<file path="src/rtl/assert_macros.svh">
// Assertion helpers for the RTL files.
`ifndef ASSERT_MACROS_SVH
`define ASSERT_MACROS_SVH

// Same-cycle implication, checked on every rising edge outside reset.
`define ASSERT_NOW(label, ante, cons) \
  label: assert property (@(posedge clk) disable iff (!rst_n) (ante) |-> (cons)) \
    else $error("assertion failed");

// Next-cycle implication, checked on every rising edge outside reset.
`define ASSERT_NEXT(label, ante, cons) \
  label: assert property (@(posedge clk) disable iff (!rst_n) (ante) |=> (cons)) \
    else $error("assertion failed");

`endif

</file>
<file path="src/rtl/ipfhg_pkg.sv">
package ipfhg_pkg;

  localparam int unsigned HEADER_BYTES  = 60;
  localparam int unsigned MAX_FRAGMENTS = 64;

  localparam logic [7:0]  UNITS_MIN     = 8'd128;
  localparam logic [7:0]  UNITS_MAX     = 8'd180;
  localparam logic [7:0]  VER_IHL       = 8'h4f;

  // Register indexes of the configuration port.
  localparam logic [2:0] REG_MAX_UNITS = 3'd0;
  localparam logic [2:0] REG_SRC_ADDR  = 3'd1;
  localparam logic [2:0] REG_DST_ADDR  = 3'd2;
  localparam logic [2:0] REG_TTL       = 3'd3;
  localparam logic [2:0] REG_TOS       = 3'd4;
  localparam logic [2:0] REG_PROTO     = 3'd5;

  // Operations of the checksum accumulator.
  localparam logic [2:0] CS_NOP     = 3'd0;
  localparam logic [2:0] CS_CLEAR   = 3'd1;
  localparam logic [2:0] CS_ADD     = 3'd2;
  localparam logic [2:0] CS_SAVE    = 3'd3;
  localparam logic [2:0] CS_RESTORE = 3'd4;

  typedef struct packed {
    logic [2:0]  op;
    logic [15:0] word;
  } cs_ctl_t;

  typedef struct packed {
    logic        carry;
    logic [15:0] checksum;
  } cs_stat_t;

endpackage

</file>
<file path="src/rtl/ipfhg_csum_unit.sv">
// One's-complement accumulator with a deferred end-around carry. The single
// 17-bit adder is shared by every word of every header; the carry out of one
// addition is fed back as the carry in of the next.
module ipfhg_csum_unit
  import ipfhg_pkg::*;
(
  input  logic     clk,
  input  cs_ctl_t  ctl,
  output cs_stat_t stat
);

  logic [15:0] acc_r, acc_nxt;
  logic        c_r, c_nxt;
  logic [15:0] base_acc_r, base_acc_nxt;
  logic        base_c_r, base_c_nxt;
  logic [16:0] sum;

  assign sum = {1'b0, acc_r} + {1'b0, ctl.word} + {16'd0, c_r};

  always_comb begin
    acc_nxt      = acc_r;
    c_nxt        = c_r;
    base_acc_nxt = base_acc_r;
    base_c_nxt   = base_c_r;
    unique case (ctl.op)
      CS_NOP: begin
      end
      CS_CLEAR: begin
        acc_nxt = '0;
        c_nxt   = 1'b0;
      end
      CS_ADD: begin
        acc_nxt = sum[15:0];
        c_nxt   = sum[16];
      end
      CS_SAVE: begin
        base_acc_nxt = acc_r;
        base_c_nxt   = c_r;
      end
      CS_RESTORE: begin
        acc_nxt = base_acc_r;
        c_nxt   = base_c_r;
      end
      default: begin
      end
    endcase
  end

  always_ff @(posedge clk) begin
    acc_r      <= acc_nxt;
    c_r        <= c_nxt;
    base_acc_r <= base_acc_nxt;
    base_c_r   <= base_c_nxt;
  end

  assign stat.carry    = c_r;
  assign stat.checksum = ~acc_r;

endmodule

</file>
<file path="src/rtl/ipv4_fragment_header_gen.sv">
// Channel   Direction  Handshake           Payload
// in_       input      in_valid/in_stall   in_payload_length
// out_      output     out_valid/out_stall identification .. last_fragment
// cfg_      input      cfg_valid/cfg_ready cfg_index, cfg_data
//
// A datagram of nonzero length is split into at most 64 fragments; the single
// shared checksum adder, which adds one header word per cycle, paces its work,
// and a stalled output holds it up.
// A zero length item only advances the identifier.
// Reset (rst_n low, synchronous) restores the register defaults and clears the
// identifier. in_stall is high while a datagram is being worked on.
// A stalled result holds its fields until it is taken.
module ipv4_fragment_header_gen
  import ipfhg_pkg::*;
(
  input  logic        clk,
  input  logic        rst_n,

  input  logic        in_valid,
  output logic        in_stall,
  input  logic [15:0] in_payload_length,

  output logic        out_valid,
  input  logic        out_stall,
  output logic [15:0] out_identification,
  output logic [15:0] out_flags_offset_word,
  output logic [10:0] out_ip_length,
  output logic [15:0] out_header_checksum,
  output logic [10:0] out_fragment_bytes,
  output logic [15:0] out_byte_offset,
  output logic        out_last_fragment,

  input  logic        cfg_valid,
  output logic        cfg_ready,
  input  logic [2:0]  cfg_index,
  input  logic [31:0] cfg_data
);

`include "assert_macros.svh"

  // Sequencer states.
  localparam logic [2:0] ST_IDLE  = 3'd0;
  localparam logic [2:0] ST_BASE  = 3'd1;
  localparam logic [2:0] ST_SAVE  = 3'd2;
  localparam logic [2:0] ST_SETUP = 3'd3;
  localparam logic [2:0] ST_SUM0  = 3'd4;
  localparam logic [2:0] ST_SUM1  = 3'd5;
  localparam logic [2:0] ST_FOLD  = 3'd6;
  localparam logic [2:0] ST_OUT   = 3'd7;

  localparam logic [2:0]  BASE_LAST = 3'd6;
  localparam logic [5:0]  FRAG_LAST = 6'(MAX_FRAGMENTS - 1);
  localparam logic [10:0] HDR_LEN   = 11'(HEADER_BYTES);

  // Configuration registers.
  logic [7:0]  units_r;
  logic [31:0] src_r;
  logic [31:0] dst_r;
  logic [7:0]  ttl_r;
  logic [7:0]  tos_r;
  logic [7:0]  proto_r;

  // Datagram and fragment state.
  logic [2:0]  state_r, state_nxt;
  logic [2:0]  step_r, step_nxt;
  logic [15:0] pid_r, pid_nxt;
  logic [15:0] len_r, len_nxt;
  logic [15:0] off_r, off_nxt;
  logic [5:0]  cnt_r, cnt_nxt;
  logic [10:0] frag_r, frag_nxt;

  // Result registers.
  logic [15:0] fo_r, fo_nxt;
  logic [10:0] tl_r, tl_nxt;
  logic [10:0] bytes_r, bytes_nxt;
  logic        last_r, last_nxt;
  logic [15:0] csum_r, csum_nxt;

  logic [7:0]  units_clamped;
  logic [15:0] rest;
  logic        rest_fits;
  logic [15:0] base_word;
  logic        in_acc;
  logic        out_acc;

  cs_ctl_t  cs_ctl;
  cs_stat_t cs_stat;

  ipfhg_csum_unit u_csum (
    .clk  (clk),
    .ctl  (cs_ctl),
    .stat (cs_stat)
  );

  assign cfg_ready = 1'b1;
  assign in_stall  = (state_r != ST_IDLE);
  assign out_valid = (state_r == ST_OUT);
  assign in_acc    = in_valid && !in_stall;
  assign out_acc   = out_valid && !out_stall;

  always_ff @(posedge clk) begin
    if (!rst_n) begin
      units_r <= 8'd180;
      src_r   <= 32'h0A14_024B;
      dst_r   <= 32'hFFFF_FFFF;
      ttl_r   <= 8'd64;
      tos_r   <= 8'hFE;
      proto_r <= 8'd6;
    end else if (cfg_valid && cfg_ready) begin
      unique case (cfg_index)
        REG_MAX_UNITS: units_r <= cfg_data[7:0];
        REG_SRC_ADDR:  src_r   <= cfg_data;
        REG_DST_ADDR:  dst_r   <= cfg_data;
        REG_TTL:       ttl_r   <= cfg_data[7:0];
        REG_TOS:       tos_r   <= cfg_data[7:0];
        REG_PROTO:     proto_r <= cfg_data[7:0];
        default: begin
        end
      endcase
    end
  end

  // Fragment size, limited to the supported range of units.
  always_comb begin
    if (units_r < UNITS_MIN) begin
      units_clamped = UNITS_MIN;
    end else if (units_r > UNITS_MAX) begin
      units_clamped = UNITS_MAX;
    end else begin
      units_clamped = units_r;
    end
  end

  // Remaining payload decides whether this is the final fragment.
  assign rest      = len_r - off_r;
  assign rest_fits = (rest <= {5'd0, frag_r});

  // Header words that stay the same for every fragment of a datagram.
  always_comb begin
    case (step_r)
      3'd0:    base_word = {VER_IHL, tos_r};
      3'd1:    base_word = pid_r;
      3'd2:    base_word = {ttl_r, proto_r};
      3'd3:    base_word = src_r[31:16];
      3'd4:    base_word = src_r[15:0];
      3'd5:    base_word = dst_r[31:16];
      3'd6:    base_word = dst_r[15:0];
      default: base_word = '0;
    endcase
  end

  always_comb begin
    state_nxt   = state_r;
    step_nxt    = step_r;
    pid_nxt     = pid_r;
    len_nxt     = len_r;
    off_nxt     = off_r;
    cnt_nxt     = cnt_r;
    frag_nxt    = frag_r;
    fo_nxt      = fo_r;
    tl_nxt      = tl_r;
    bytes_nxt   = bytes_r;
    last_nxt    = last_r;
    csum_nxt    = csum_r;
    cs_ctl.op   = CS_NOP;
    cs_ctl.word = '0;

    unique case (state_r)
      ST_IDLE: begin
        if (in_acc) begin
          if (in_payload_length == 16'd0) begin
            pid_nxt = pid_r + 16'd1;
          end else begin
            len_nxt   = in_payload_length;
            off_nxt   = '0;
            cnt_nxt   = '0;
            step_nxt  = '0;
            frag_nxt  = {units_clamped, 3'b000};
            cs_ctl.op = CS_CLEAR;
            state_nxt = ST_BASE;
          end
        end
      end
      ST_BASE: begin
        cs_ctl.op   = CS_ADD;
        cs_ctl.word = base_word;
        step_nxt    = step_r + 3'd1;
        if (step_r == BASE_LAST) begin
          state_nxt = ST_SAVE;
        end
      end
      ST_SAVE: begin
        cs_ctl.op = CS_SAVE;
        state_nxt = ST_SETUP;
      end
      ST_SETUP: begin
        last_nxt  = rest_fits;
        bytes_nxt = rest_fits ? rest[10:0] : frag_r;
        fo_nxt    = {2'b00, !rest_fits, off_r[15:3]};
        tl_nxt    = (rest_fits ? rest[10:0] : frag_r) + HDR_LEN;
        cs_ctl.op = CS_RESTORE;
        state_nxt = ST_SUM0;
      end
      ST_SUM0: begin
        cs_ctl.op   = CS_ADD;
        cs_ctl.word = {5'd0, tl_r};
        state_nxt   = ST_SUM1;
      end
      ST_SUM1: begin
        cs_ctl.op   = CS_ADD;
        cs_ctl.word = fo_r;
        state_nxt   = ST_FOLD;
      end
      ST_FOLD: begin
        // Wrap the pending carry back in until none is left.
        if (cs_stat.carry) begin
          cs_ctl.op = CS_ADD;
        end else begin
          csum_nxt  = cs_stat.checksum;
          state_nxt = ST_OUT;
        end
      end
      ST_OUT: begin
        if (out_acc) begin
          off_nxt = off_r + {5'd0, bytes_r};
          cnt_nxt = cnt_r + 6'd1;
          if (!last_r && cnt_r != FRAG_LAST) begin
            state_nxt = ST_SETUP;
          end else begin
            pid_nxt   = pid_r + 16'd1;
            state_nxt = ST_IDLE;
          end
        end
      end
      default: begin
        state_nxt = ST_IDLE;
      end
    endcase
  end

  always_ff @(posedge clk) begin
    if (!rst_n) begin
      state_r <= ST_IDLE;
      pid_r   <= '0;
    end else begin
      state_r <= state_nxt;
      pid_r   <= pid_nxt;
    end
  end

  always_ff @(posedge clk) begin
    step_r  <= step_nxt;
    len_r   <= len_nxt;
    off_r   <= off_nxt;
    cnt_r   <= cnt_nxt;
    frag_r  <= frag_nxt;
    fo_r    <= fo_nxt;
    tl_r    <= tl_nxt;
    bytes_r <= bytes_nxt;
    last_r  <= last_nxt;
    csum_r  <= csum_nxt;
  end

  assign out_identification    = pid_r;
  assign out_flags_offset_word = fo_r;
  assign out_ip_length         = tl_r;
  assign out_header_checksum   = csum_r;
  assign out_fragment_bytes    = bytes_r;
  assign out_byte_offset       = off_r;
  assign out_last_fragment     = last_r;

  // The input side is never open while a result is pending.
  `ASSERT_NOW(a_no_accept_with_result, !in_stall, !out_valid)
  // Only the final fragment clears the more-fragments flag.
  `ASSERT_NOW(a_mf_flag, out_valid, out_flags_offset_word[13] == !out_last_fragment)
  // Total length is always the fragment size plus the fixed header.
  `ASSERT_NOW(a_ip_length, out_valid, out_ip_length == out_fragment_bytes + HDR_LEN)
  // Delivering a final fragment ends the datagram and frees the input.
  `ASSERT_NEXT(a_last_frees_input, out_valid && !out_stall && out_last_fragment, !in_stall)

endmodule

</file>
<file path="config.mk">
export PLATFORM = sky130hd
export DESIGN_NAME = ipv4_fragment_header_gen
export DESIGN_NICKNAME = d
export VERILOG_FILES = /design/src/rtl/ipfhg_pkg.sv /design/src/rtl/ipfhg_csum_unit.sv /design/src/rtl/ipv4_fragment_header_gen.sv
export VERILOG_INCLUDE_DIRS = /design/src /design/src/rtl
export SDC_FILE = /design/constraint.sdc
export NUM_CORES = 1
export LEC_CHECK = 0
export BUFFER_PORTS_ARGS = -buffer_cell sky130_fd_sc_hd__buf_2
export CAP_MARGIN = 40
export CORE_MARGIN = 8
export CORE_UTILIZATION = 39
export CTS_CLUSTER_DIAMETER = 50
export DETAILED_ROUTE_END_ITERATION = 16
export PLACE_DENSITY = 0.56
export SLEW_MARGIN = 10
export SYNTH_ARGS = -nofsm -noshare
export SYNTH_HDL_FRONTEND = slang
export SYNTH_HIERARCHICAL = 1
export SYNTH_SLANG_ARGS = --single-unit
</file>
<file path="constraint.sdc">
create_clock -name clk -period 4.76 [get_ports clk]
set_input_delay 0.238 -clock clk [delete_from_list [all_inputs] [get_ports clk]]
set_output_delay 0.238 -clock clk [all_outputs]
set_load 0.02 [all_outputs]
</file>
==> flow_results.org, run 1 <==
** Final layout
- The library cells used most frequently in the layout, excluding fill and tap cells, are 272 x sky130_fd_sc_hd__nand2_1, 143 x sky130_fd_sc_hd__buf_2, 134 x sky130_fd_sc_hd__edfxtp_1, 115 x sky130_fd_sc_hd__dfxtp_1, 83 x sky130_fd_sc_hd__nand3_1.
- Net count, final :: 1640
- Fraction of final layout cells sized beyond drive strength 1 :: between 10% and 20%
- Registers take 0.00633 mm2.
- Filler instances :: a little over 3000
- Once layout is done, the placed cells without fillers occupy roughly 0.016 mm2.
- Area growth from synthesis to layout :: 23.1%
- Most common cell after layout, fill and taps aside :: sky130_fd_sc_hd__nand2_1
- In the final layout, the multi-input gates occupy 0.00613 mm2.

** STA
- Dividing the final minimum period by the clock period gives 94.6%.
- Setup violations remaining at the end of the flow were counted as 0.
- Slew of the pin with the lowest slew margin :: ~940 ps
- Worst clock skew on the final layout :: ~21 ps
- FMAX :: between 200 and 250 MHz
- Final hold violation count :: 0
- In this run the tightest slew margin relative to its limit is 37.5%.
- Setup slack on the critical path of the routed design comes to between 200 and 300 ps.
- The routed design could run at a clock period as short as approximately 4500 ps.
- The final-report max-slew violation count was 0.

** Die
- For this design the top-level I/O count stands at roughly 150.
- Std cell rows :: between 60 and 70
- Total core area :: 0.0325 mm2
- Vertical die dimension :: around 200 um
- From left edge to right edge, the die measures 197 um.
- The initial utilization of the core area, before any placement, comes to between 30% and 40%.
- The floorplan step defined a die boundary enclosing 0.0390 mm2.

** Run
- Reported max-cap violation count :: 0

** Clocking
- H-tree depth :: 2
- In this run the clock root is driven by a sky130_fd_sc_hd__clkbuf_16.
- Clock latency at the later pin of the worst-skew pair :: 510 ps
- Clock Path Buffers :: 3
- Clock-pin slew was measured on the worst setup and hold paths at 60 ps.
- # clock sinks :: roughly 250
- Clock tree from TritonCTS :: built
- In this run, CTS created clock tree buffers numbering 34.

** Routing
- Avg WL per Cell :: roughly 19 um
- First-pass iteration count of the detailed router :: 6
- Aggregate routed wire length :: 38400 um
- Number of vias per cell :: between 5 and 6
- For this block, the initial DRC count from the detailed router was roughly 1000.
- The detailed router placed 10600 vias in this run.
- # DRC :: 0
- In this run the remaining antenna-violating nets after routing total 0.

** Synth
- The cell count after synthesis came out at roughly 1300.
- Sequential share of the synthesized area :: 49.2%
- Counting flops with an async set or reset pin after synthesis yields a share of 0%.
- Dominant register cell in the synthesized netlist :: sky130_fd_sc_hd__edfxtp_1
- The synthesized design contains 134 enable-type register cells.
- Synth Cell Area :: 0.0128 mm2
- Counting flops and latches in the post-synthesis netlist gives ~250.
- The average instance in the mapped netlist occupies around 9.6 um2.
- The Yosys step of the flow raised 6 warnings.
- Synthesis instantiated 75 different standard cells from the library.

** Critical path
- Number of cells on the worst reg-to-reg path :: 22
- Reg2reg end :: out_ip_length[10]
- Setup slack on the worst flop-to-flop path :: around 260 ps
- In this run the worst path has a maximum fanout of 3.
- STA classifies the critical path startpoint as a flip-flop.
- By startpoint and endpoint, the worst setup path is classified as reg -> reg.
- Worst EP required :: about 5100 ps
- The worst register-to-register path begins at out_byte_offset[0].
- Critical Path End Type :: flip-flop
- Data arrival at the endpoint of the critical path :: 4860 ps

** GRT
- Initial antenna violation count :: 1
- Across every metal layer, demand over resource in global routing totals between 10% and 20%.
- The number of global-route vias before repair is roughly 10000.
- Wire length of the first global-routing pass :: 59400 um
- Global route overflow :: 0
- Entering global routing, the biggest net connects between 40 and 50 pins.

** Place
- Area post-placement :: 0.0142 mm2
- Detailed placement finished with a half-perimeter wire length of about 28000 um.
- Input/output buffers :: about 140
- At the end of routability-driven placement, the weighted congestion stood at 0.914.
- Worst slack at placement :: 43.4 ps

** Min path
- The worst hold path was traced through 3 stages.
- In this run the most critical hold path is launched from cfg_data[28].
- Class of the worst hold path :: in -> reg
- The worst hold path terminates at dst_r[28].

** Pwr
- Power density relative to cell area :: between 400 and 500 mW/mm2
- Total power for the finished layout comes to around 6.7 mW.
- Static leakage :: between 6 and 7 nW
- Worst VDD drop :: 293 uV

** Status
- The run finished with clean final reports.
==> report_power, final <==
part	total [mW]	switching [mW]	internal, mW
Sequential	2.57	0.108	2.46
Combinational	1.55	0.935	0.612
Clock	2.61	0.985	1.62
Total	6.72	2.03	4.70
==> per-layer routing <==
metal	part of all wire, %	GRT usage [%]
met5	0	0
met4	3.2	6.55
met3	6.4	3.46
met1	43	25.6
met2	47	31.6
==> sequential cells by signal, indices dropped and copies added, names as in the netlist, 8 cells and up <==
| name | flops |
|---|---|
| u_csum/acc_r | 16 |
| src_r | 32 |
| units_r | 8 |
| out_ip_length | 11 |
| out_byte_offset | 16 |
| proto_r | 8 |
| dst_r | 32 |
| len_r | 16 |
| tos_r | 8 |
| out_identification | 16 |
| ttl_r | 8 |
| out_header_checksum | 16 |
| frag_r | 8 |
| out_fragment_bytes | 9 |
| u_csum/base_acc_r | 16 |
| out_flags_offset_word | 14 |
==> cell type report <==
class                      instances  share of cell area (%)
sequential                       249                    40.0
multi-input combinational        954                    38.7
timing repair buffer             217                    8.90
clock buffer                      41                    5.61
tap                              442                    3.50
clock inverter                    18                    1.65
inverter                          67                    1.59
antenna                            1                  0.0158
==> synthesized netlist by cell type, drive strengths merged (4+ instances only) <==
cell type  number  share of area (%)
xnor2          43                2.9
mux2i          22                1.7
nor3b           5               0.33
nand2b          9               0.44
a211oi          6               0.43
a21oi          45                1.8
fa              4               0.62
a21boi         48                2.8
dfxtp         115                 18
mux2           21                1.9
or2             6               0.29
nand4          10               0.49
a31oi           9               0.44
a22o            5               0.34
and3           12               0.58
nand2         272                7.9
o211ai         10               0.66
a221oi          7               0.48
a21o            9               0.53
o22ai          12               0.58
edfxtp        134                 31
nor2b           8               0.39
and2           23                1.1
a222oi         14                1.1
o31ai           5               0.33
nor2           57                1.7
nand3          84                3.3
o21bai          9               0.53
nor4            8               0.51
or3             5               0.24
xor2           15                1.1
ha             57                5.6
o21ai          51                2.0
clkbuf         53                1.5
buf            15               0.65
and4            4               0.27
nor3           18               0.70
inv            67                2.0
==> per-stage QoR <==
step | std cells | hold WS [ps] | util [%] | TNS, ps
3_5_place_dp | 1888 | 435 | 43.7 | 0
4_1_cts | 1982 | 2.99 | 48.3 | 0
5_1_grt | 1988 | 11.2 | 48.7 | -5.83
3_3_place_gp | 1883 | 433 | 43.5 | 0
2_1_floorplan | 1338 | 337 | - | 0
6_report | 1989 | 7.04 | 48.7 | 0
==> worst max-delay path, cell delays in order (launching register included) <==
cell                       delay (ps)
sky130_fd_sc_hd__edfxtp_1         410
sky130_fd_sc_hd__ha_2             220
sky130_fd_sc_hd__fa_2             350
sky130_fd_sc_hd__nand2b_4         170
sky130_fd_sc_hd__a211oi_4         280
sky130_fd_sc_hd__nor3_2            90
sky130_fd_sc_hd__o21bai_1         130
sky130_fd_sc_hd__a211oi_1          80
sky130_fd_sc_hd__nor2_1           160
sky130_fd_sc_hd__ha_1             170
sky130_fd_sc_hd__nand4_1          110
sky130_fd_sc_hd__nor4_2           220
sky130_fd_sc_hd__a31oi_1           60
sky130_fd_sc_hd__a22oi_1          170
sky130_fd_sc_hd__nand4_1          150
sky130_fd_sc_hd__nor4_4           330
sky130_fd_sc_hd__buf_4            170
sky130_fd_sc_hd__nand2_1           80
sky130_fd_sc_hd__ha_2             240
sky130_fd_sc_hd__nand2b_1          90
sky130_fd_sc_hd__o211ai_1         120
sky130_fd_sc_hd__or3_1            360
sky130_fd_sc_hd__a31oi_1          170
==> what timing repair did <==
action,4_1_cts,5_1_grt
hold endpoints to repair,46,0
setup buffers,0,6
hold buffers,35,0
setup endpoints to repair,0,3
resized for setup,0,15
==> kinds of logic (layout without fill, tap and decap cells) <==
| logic type | after synthesis | count (layout) | share of synthesized area [%] |
|---|---|---|---|
| XOR/XNOR | 58 | 58 | 4.01 |
| other | 2 | 6 | 0.0585 |
| buffers and inverters | 135 | 343 | 4.16 |
| flip-flops | 249 | 249 | 49.2 |
| AO/OA/AOI/OAI | 256 | 256 | 13.8 |
| multiplexers | 43 | 43 | 3.58 |
| adder cells (fa/ha/maj) | 61 | 61 | 6.18 |
| AND/OR/NAND/NOR | 531 | 531 | 19.0 |
==> worst max-delay path by stage <==
stage	to	from	slack, ps
6_report	out_ip_length[10]	out_byte_offset[0]	260
4_1_cts	out_ip_length[10]	out_byte_offset[0]	30
3_5_place_dp	out_ip_length[10]	out_byte_offset[0]	40
2_1_floorplan	out_ip_length[10]	out_byte_offset[6]	7
5_1_grt	out_ip_length[10]	out_byte_offset[0]	-5
3_3_place_gp	out_ip_length[10]	out_byte_offset[0]	170
Note: power is estimated with default switching activity, not from simulation.
==> inputs of run 2 (changes only) <==
- SETUP_SLACK_MARGIN: default -> 0.3
==> run 2 against run 1 <==
  * Register-to-register slack got worse by 50 ps
  * Utilization grew 0.085 points
  * Maximum frequency shrank 0.99%
  * Sequential cell count did not move
  * Sequential share of layout area fell by 0.069 points
  * Count of clock-buffer cells in the layout decreased by 2
  * Final cell count up 0.65%
  * Largest cell class unchanged
  * Highest routed layer unchanged
==> flow_results.org, run 2 (synthesis gave the netlist of run 1 again) <==
** Routing
- Remaining antenna violation count after routing :: 0 (unchanged)
- Overall via count from detail_route :: 10500 (was 10600)
- # DRC :: 0 (unchanged)
- First-pass iteration count of the detailed router :: 5 (was 6)
- Routed metal-1 wire length :: 17300 um (was 16700 um)
- Avg WL per Cell :: 19.2 um (was 19.3 um)
- The met3 routed wirelength was 1870 um (was 2480 um).
- The top routing layer in use was met4 (unchanged).
- Number of vias per cell :: 5.26 (was 5.32)
- The met2 wirelength from detailed routing is 17900 um (was 18000 um).
- Aggregate routed wire length :: 38400 um (about the same)
- First DRT Iteration DRCs :: 822 (was 972)

** Die
- Overall die width :: 197 um (unchanged)
- Std cell rows :: 66 (unchanged)
- The starting density of the core was 39.6% (unchanged).
- The top-level port count was 146 (unchanged).
- Total core area :: 0.0325 mm2 (unchanged)
- Die area :: 0.0390 mm2 (unchanged)
- The height of the die is 197 um (unchanged).

** Final layout
- Most frequent cells in the layout :: 272 x sky130_fd_sc_hd__nand2_1, 144 x sky130_fd_sc_hd__buf_2, 134 x sky130_fd_sc_hd__edfxtp_1, 115 x sky130_fd_sc_hd__dfxtp_1, 83 x sky130_fd_sc_hd__nand3_1 (was 272 x sky130_fd_sc_hd__nand2_1, 143 x sky130_fd_sc_hd__buf_2, 134 x sky130_fd_sc_hd__edfxtp_1, 115 x sky130_fd_sc_hd__dfxtp_1, 83 x sky130_fd_sc_hd__nand3_1)
- Reg area :: 0.00633 mm2 (unchanged)
- The area overhead of the layout relative to synthesis came to 23.3% (was 23.1%).
- Filler instances :: 3096 (was 3063)
- Net count, final :: 1652 (was 1640)
- Fraction of final layout cells sized beyond drive strength 1 :: 19.6% (was 19.2%)
- The most common cell after layout, fill and taps aside is sky130_fd_sc_hd__nand2_1 (unchanged).
- Fin area :: 0.0158 mm2 (about the same)
- Top Registers :: dst_r: 32 flops, src_r: 32 flops (unchanged)
- The area of the multi-input gates was 0.00618 mm2 (was 0.00613 mm2).
- Antenna fix cells :: 0 (was 1)
- Final core occ :: 48.8% (was 48.7%)

** STA
- The total setup violations reported at the end of the flow came to 0 (unchanged).
- Setup repair after global routing could not meet its margin everywhere.
- FMAX :: 220 MHz (was 222 MHz)
- Slew of the pin with the lowest slew margin :: 758 ps (was 938 ps)
- The number of hold violations in the final report came to 0 (unchanged).
- Final number of max-transition violations :: 0 (unchanged)
- Slew HR :: 49.5% (was 37.5%)
- The ratio of final minimum period to clock period was 95.5% (was 94.6%).
- Worst clock skew on the final layout :: 14.2 ps (was 21.5 ps)
- The post-layout minimum cycle time came to 4550 ps (was 4500 ps).

** Pwr
- The share of total power in the clock network is 36.2% (was 38.7%).
- Worst VDD drop :: 298 uV (was 293 uV)
- Switching fraction of total power :: 30.3% (was 30.2%)
- The part of the total power dissipated in combinational logic was 24.2% (was 23.0%).
- The power density over the cells was 410 mW/mm2 (was 425 mW/mm2).
- The cell-internal power was 4.53 mW (was 4.70 mW).
- Static leakage :: 6.45 nW (was 6.43 nW)
- Part of the total power dissipated in sequential elements :: 39.5% (was 38.2%)
- Net switching power :: 1.97 mW (was 2.03 mW)

** GRT
- Total global-route track usage :: 19.3% (was 19.4%)
- Global route overflow :: 0 (unchanged)
- Vias in the first global route :: 10400 (was 10200)
- Largest net degree at the start of global routing :: 80 (was 45)
- The initial antenna violation count was 0 (was 1).
- Wire length of the first global-routing pass :: 59400 um (about the same)

** Clocking
- Clock root buffer master :: sky130_fd_sc_hd__clkbuf_16 (unchanged)
- Clock tree from TritonCTS :: built (unchanged)
- Clock Path Buffers :: 3 (unchanged)
- The number of sinks driven by the clock tree was 249 (unchanged).
- The clock transition time at the flip-flop clock pins of the worst setup and hold paths was 60 ps (about the same).
- Clock latency at the later pin of the worst-skew pair :: 560 ps (was 510 ps)
- Total CTS buffers :: 31 (was 34)
- H-tree depth :: 1 (was 2)

** Critical path
- Worst Path Max Fanout :: 3 (unchanged)
- The worst path required time is 5050 ps (was 5110 ps).
- The category of the worst setup path launch point is a flip-flop (unchanged).
- Critical Path End Type :: flip-flop (unchanged)
- Data arrival at the endpoint of the critical path :: 4840 ps (was 4860 ps)
- WS Path Type :: reg -> reg (unchanged)
- The logic depth of the worst register-to-register path came to 20 (was 22).

** Place
- HPWL Detailed :: 28000 um (was 28200 um)
- Placer's final routability congestion estimate :: 0.859 (was 0.914)
- The port buffer count is 142 (unchanged).
- Area post-placement :: 0.0142 mm2 (about the same)

** Min path
- The number of cells traversed by the worst hold path was 3 (unchanged).
- The classification of the worst-slack hold path was in -> reg (unchanged).

** Run
- The max capacitance violation total was 0 (unchanged).

** Status
- Run status :: finished clean (unchanged)
-- run 2: power groups by stage --
stage / clock network (mW) / registers [mW] / logic (mW)
floorplan: 0 / 2.59 / 1.03
global placement: 0 / 2.61 / 1.46
detailed placement: 0 / 2.62 / 1.49
CTS: 2.40 / 2.57 / 1.55
global route: 2.48 / 2.59 / 1.72
finish: 2.35 / 2.57 / 1.57
-- run 2: final timing paths --
check / start / to / slack, ps
max reg2reg: out_byte_offset[0] / out_ip_length[10] / 210
min: cfg_data[3] / src_r[3] / 30
max: out_byte_offset[0] / out_ip_length[10] / 210
min reg2reg: u_csum/acc_r[0] / u_csum/base_acc_r[0] / 460
-- run 2: per-stage QoR --
step	worst slack [ps]	hold WS (ps)	power [mW]	std cells	setup TNS, ps
after floorplan	219	337	3.62	1338	0
after global placement	176	432	4.07	1881	0
after detailed placement	-26.7	438	4.10	1886	-50.3
after CTS	208	4.91	6.52	1999	0
after global routing	-46.7	24.8	6.79	2002	-92.8
final	212	25.6	6.50	2002	0
-- run 2: final cells by class --
type / count / share of cell area (%)
inverter: 67 / 1.59
multi-input combinational: 954 / 39.0
timing repair buffer: 232 / 9.53
sequential: 249 / 39.9
clock buffer: 39 / 5.15
clock inverter: 19 / 1.30
tap: 442 / 3.49
-- run 2: what timing repair did --
| action | CTS | global route |
|---|---|---|
| hold buffers | 44 | 0 |
| resized for setup | 6 | 7 |
| setup buffers | 11 | 3 |
| endpoints found under the hold margin | 81 | 0 |
| setup endpoints to repair | 3 | 8 |
| pin swaps | 15 | 13 |
-- run 2: critical path, stage by stage (launching register included) --
cell	delay, ps
sky130_fd_sc_hd__edfxtp_1	430
sky130_fd_sc_hd__ha_4	200
sky130_fd_sc_hd__fa_2	350
sky130_fd_sc_hd__nand2b_4	170
sky130_fd_sc_hd__a211oi_4	320
sky130_fd_sc_hd__nor3_4	60
sky130_fd_sc_hd__buf_4	140
sky130_fd_sc_hd__xnor2_2	130
sky130_fd_sc_hd__ha_1	210
sky130_fd_sc_hd__a22o_1	210
sky130_fd_sc_hd__nor4_1	180
sky130_fd_sc_hd__a31oi_1	130
sky130_fd_sc_hd__a22oi_1	170
sky130_fd_sc_hd__nand4_1	160
sky130_fd_sc_hd__nor4_4	290
sky130_fd_sc_hd__mux2i_2	290
sky130_fd_sc_hd__ha_2	240
sky130_fd_sc_hd__nand2b_1	80
sky130_fd_sc_hd__o211ai_1	300
sky130_fd_sc_hd__or3_1	160
sky130_fd_sc_hd__a31oi_1	80
-- run 2: routing by layer --
metal	GRT usage [%]	up-vias
met1	25.7	5046
li1	-	5152
met3	2.78	66
met5	0	-
met4	7.08	0
met2	31.6	271
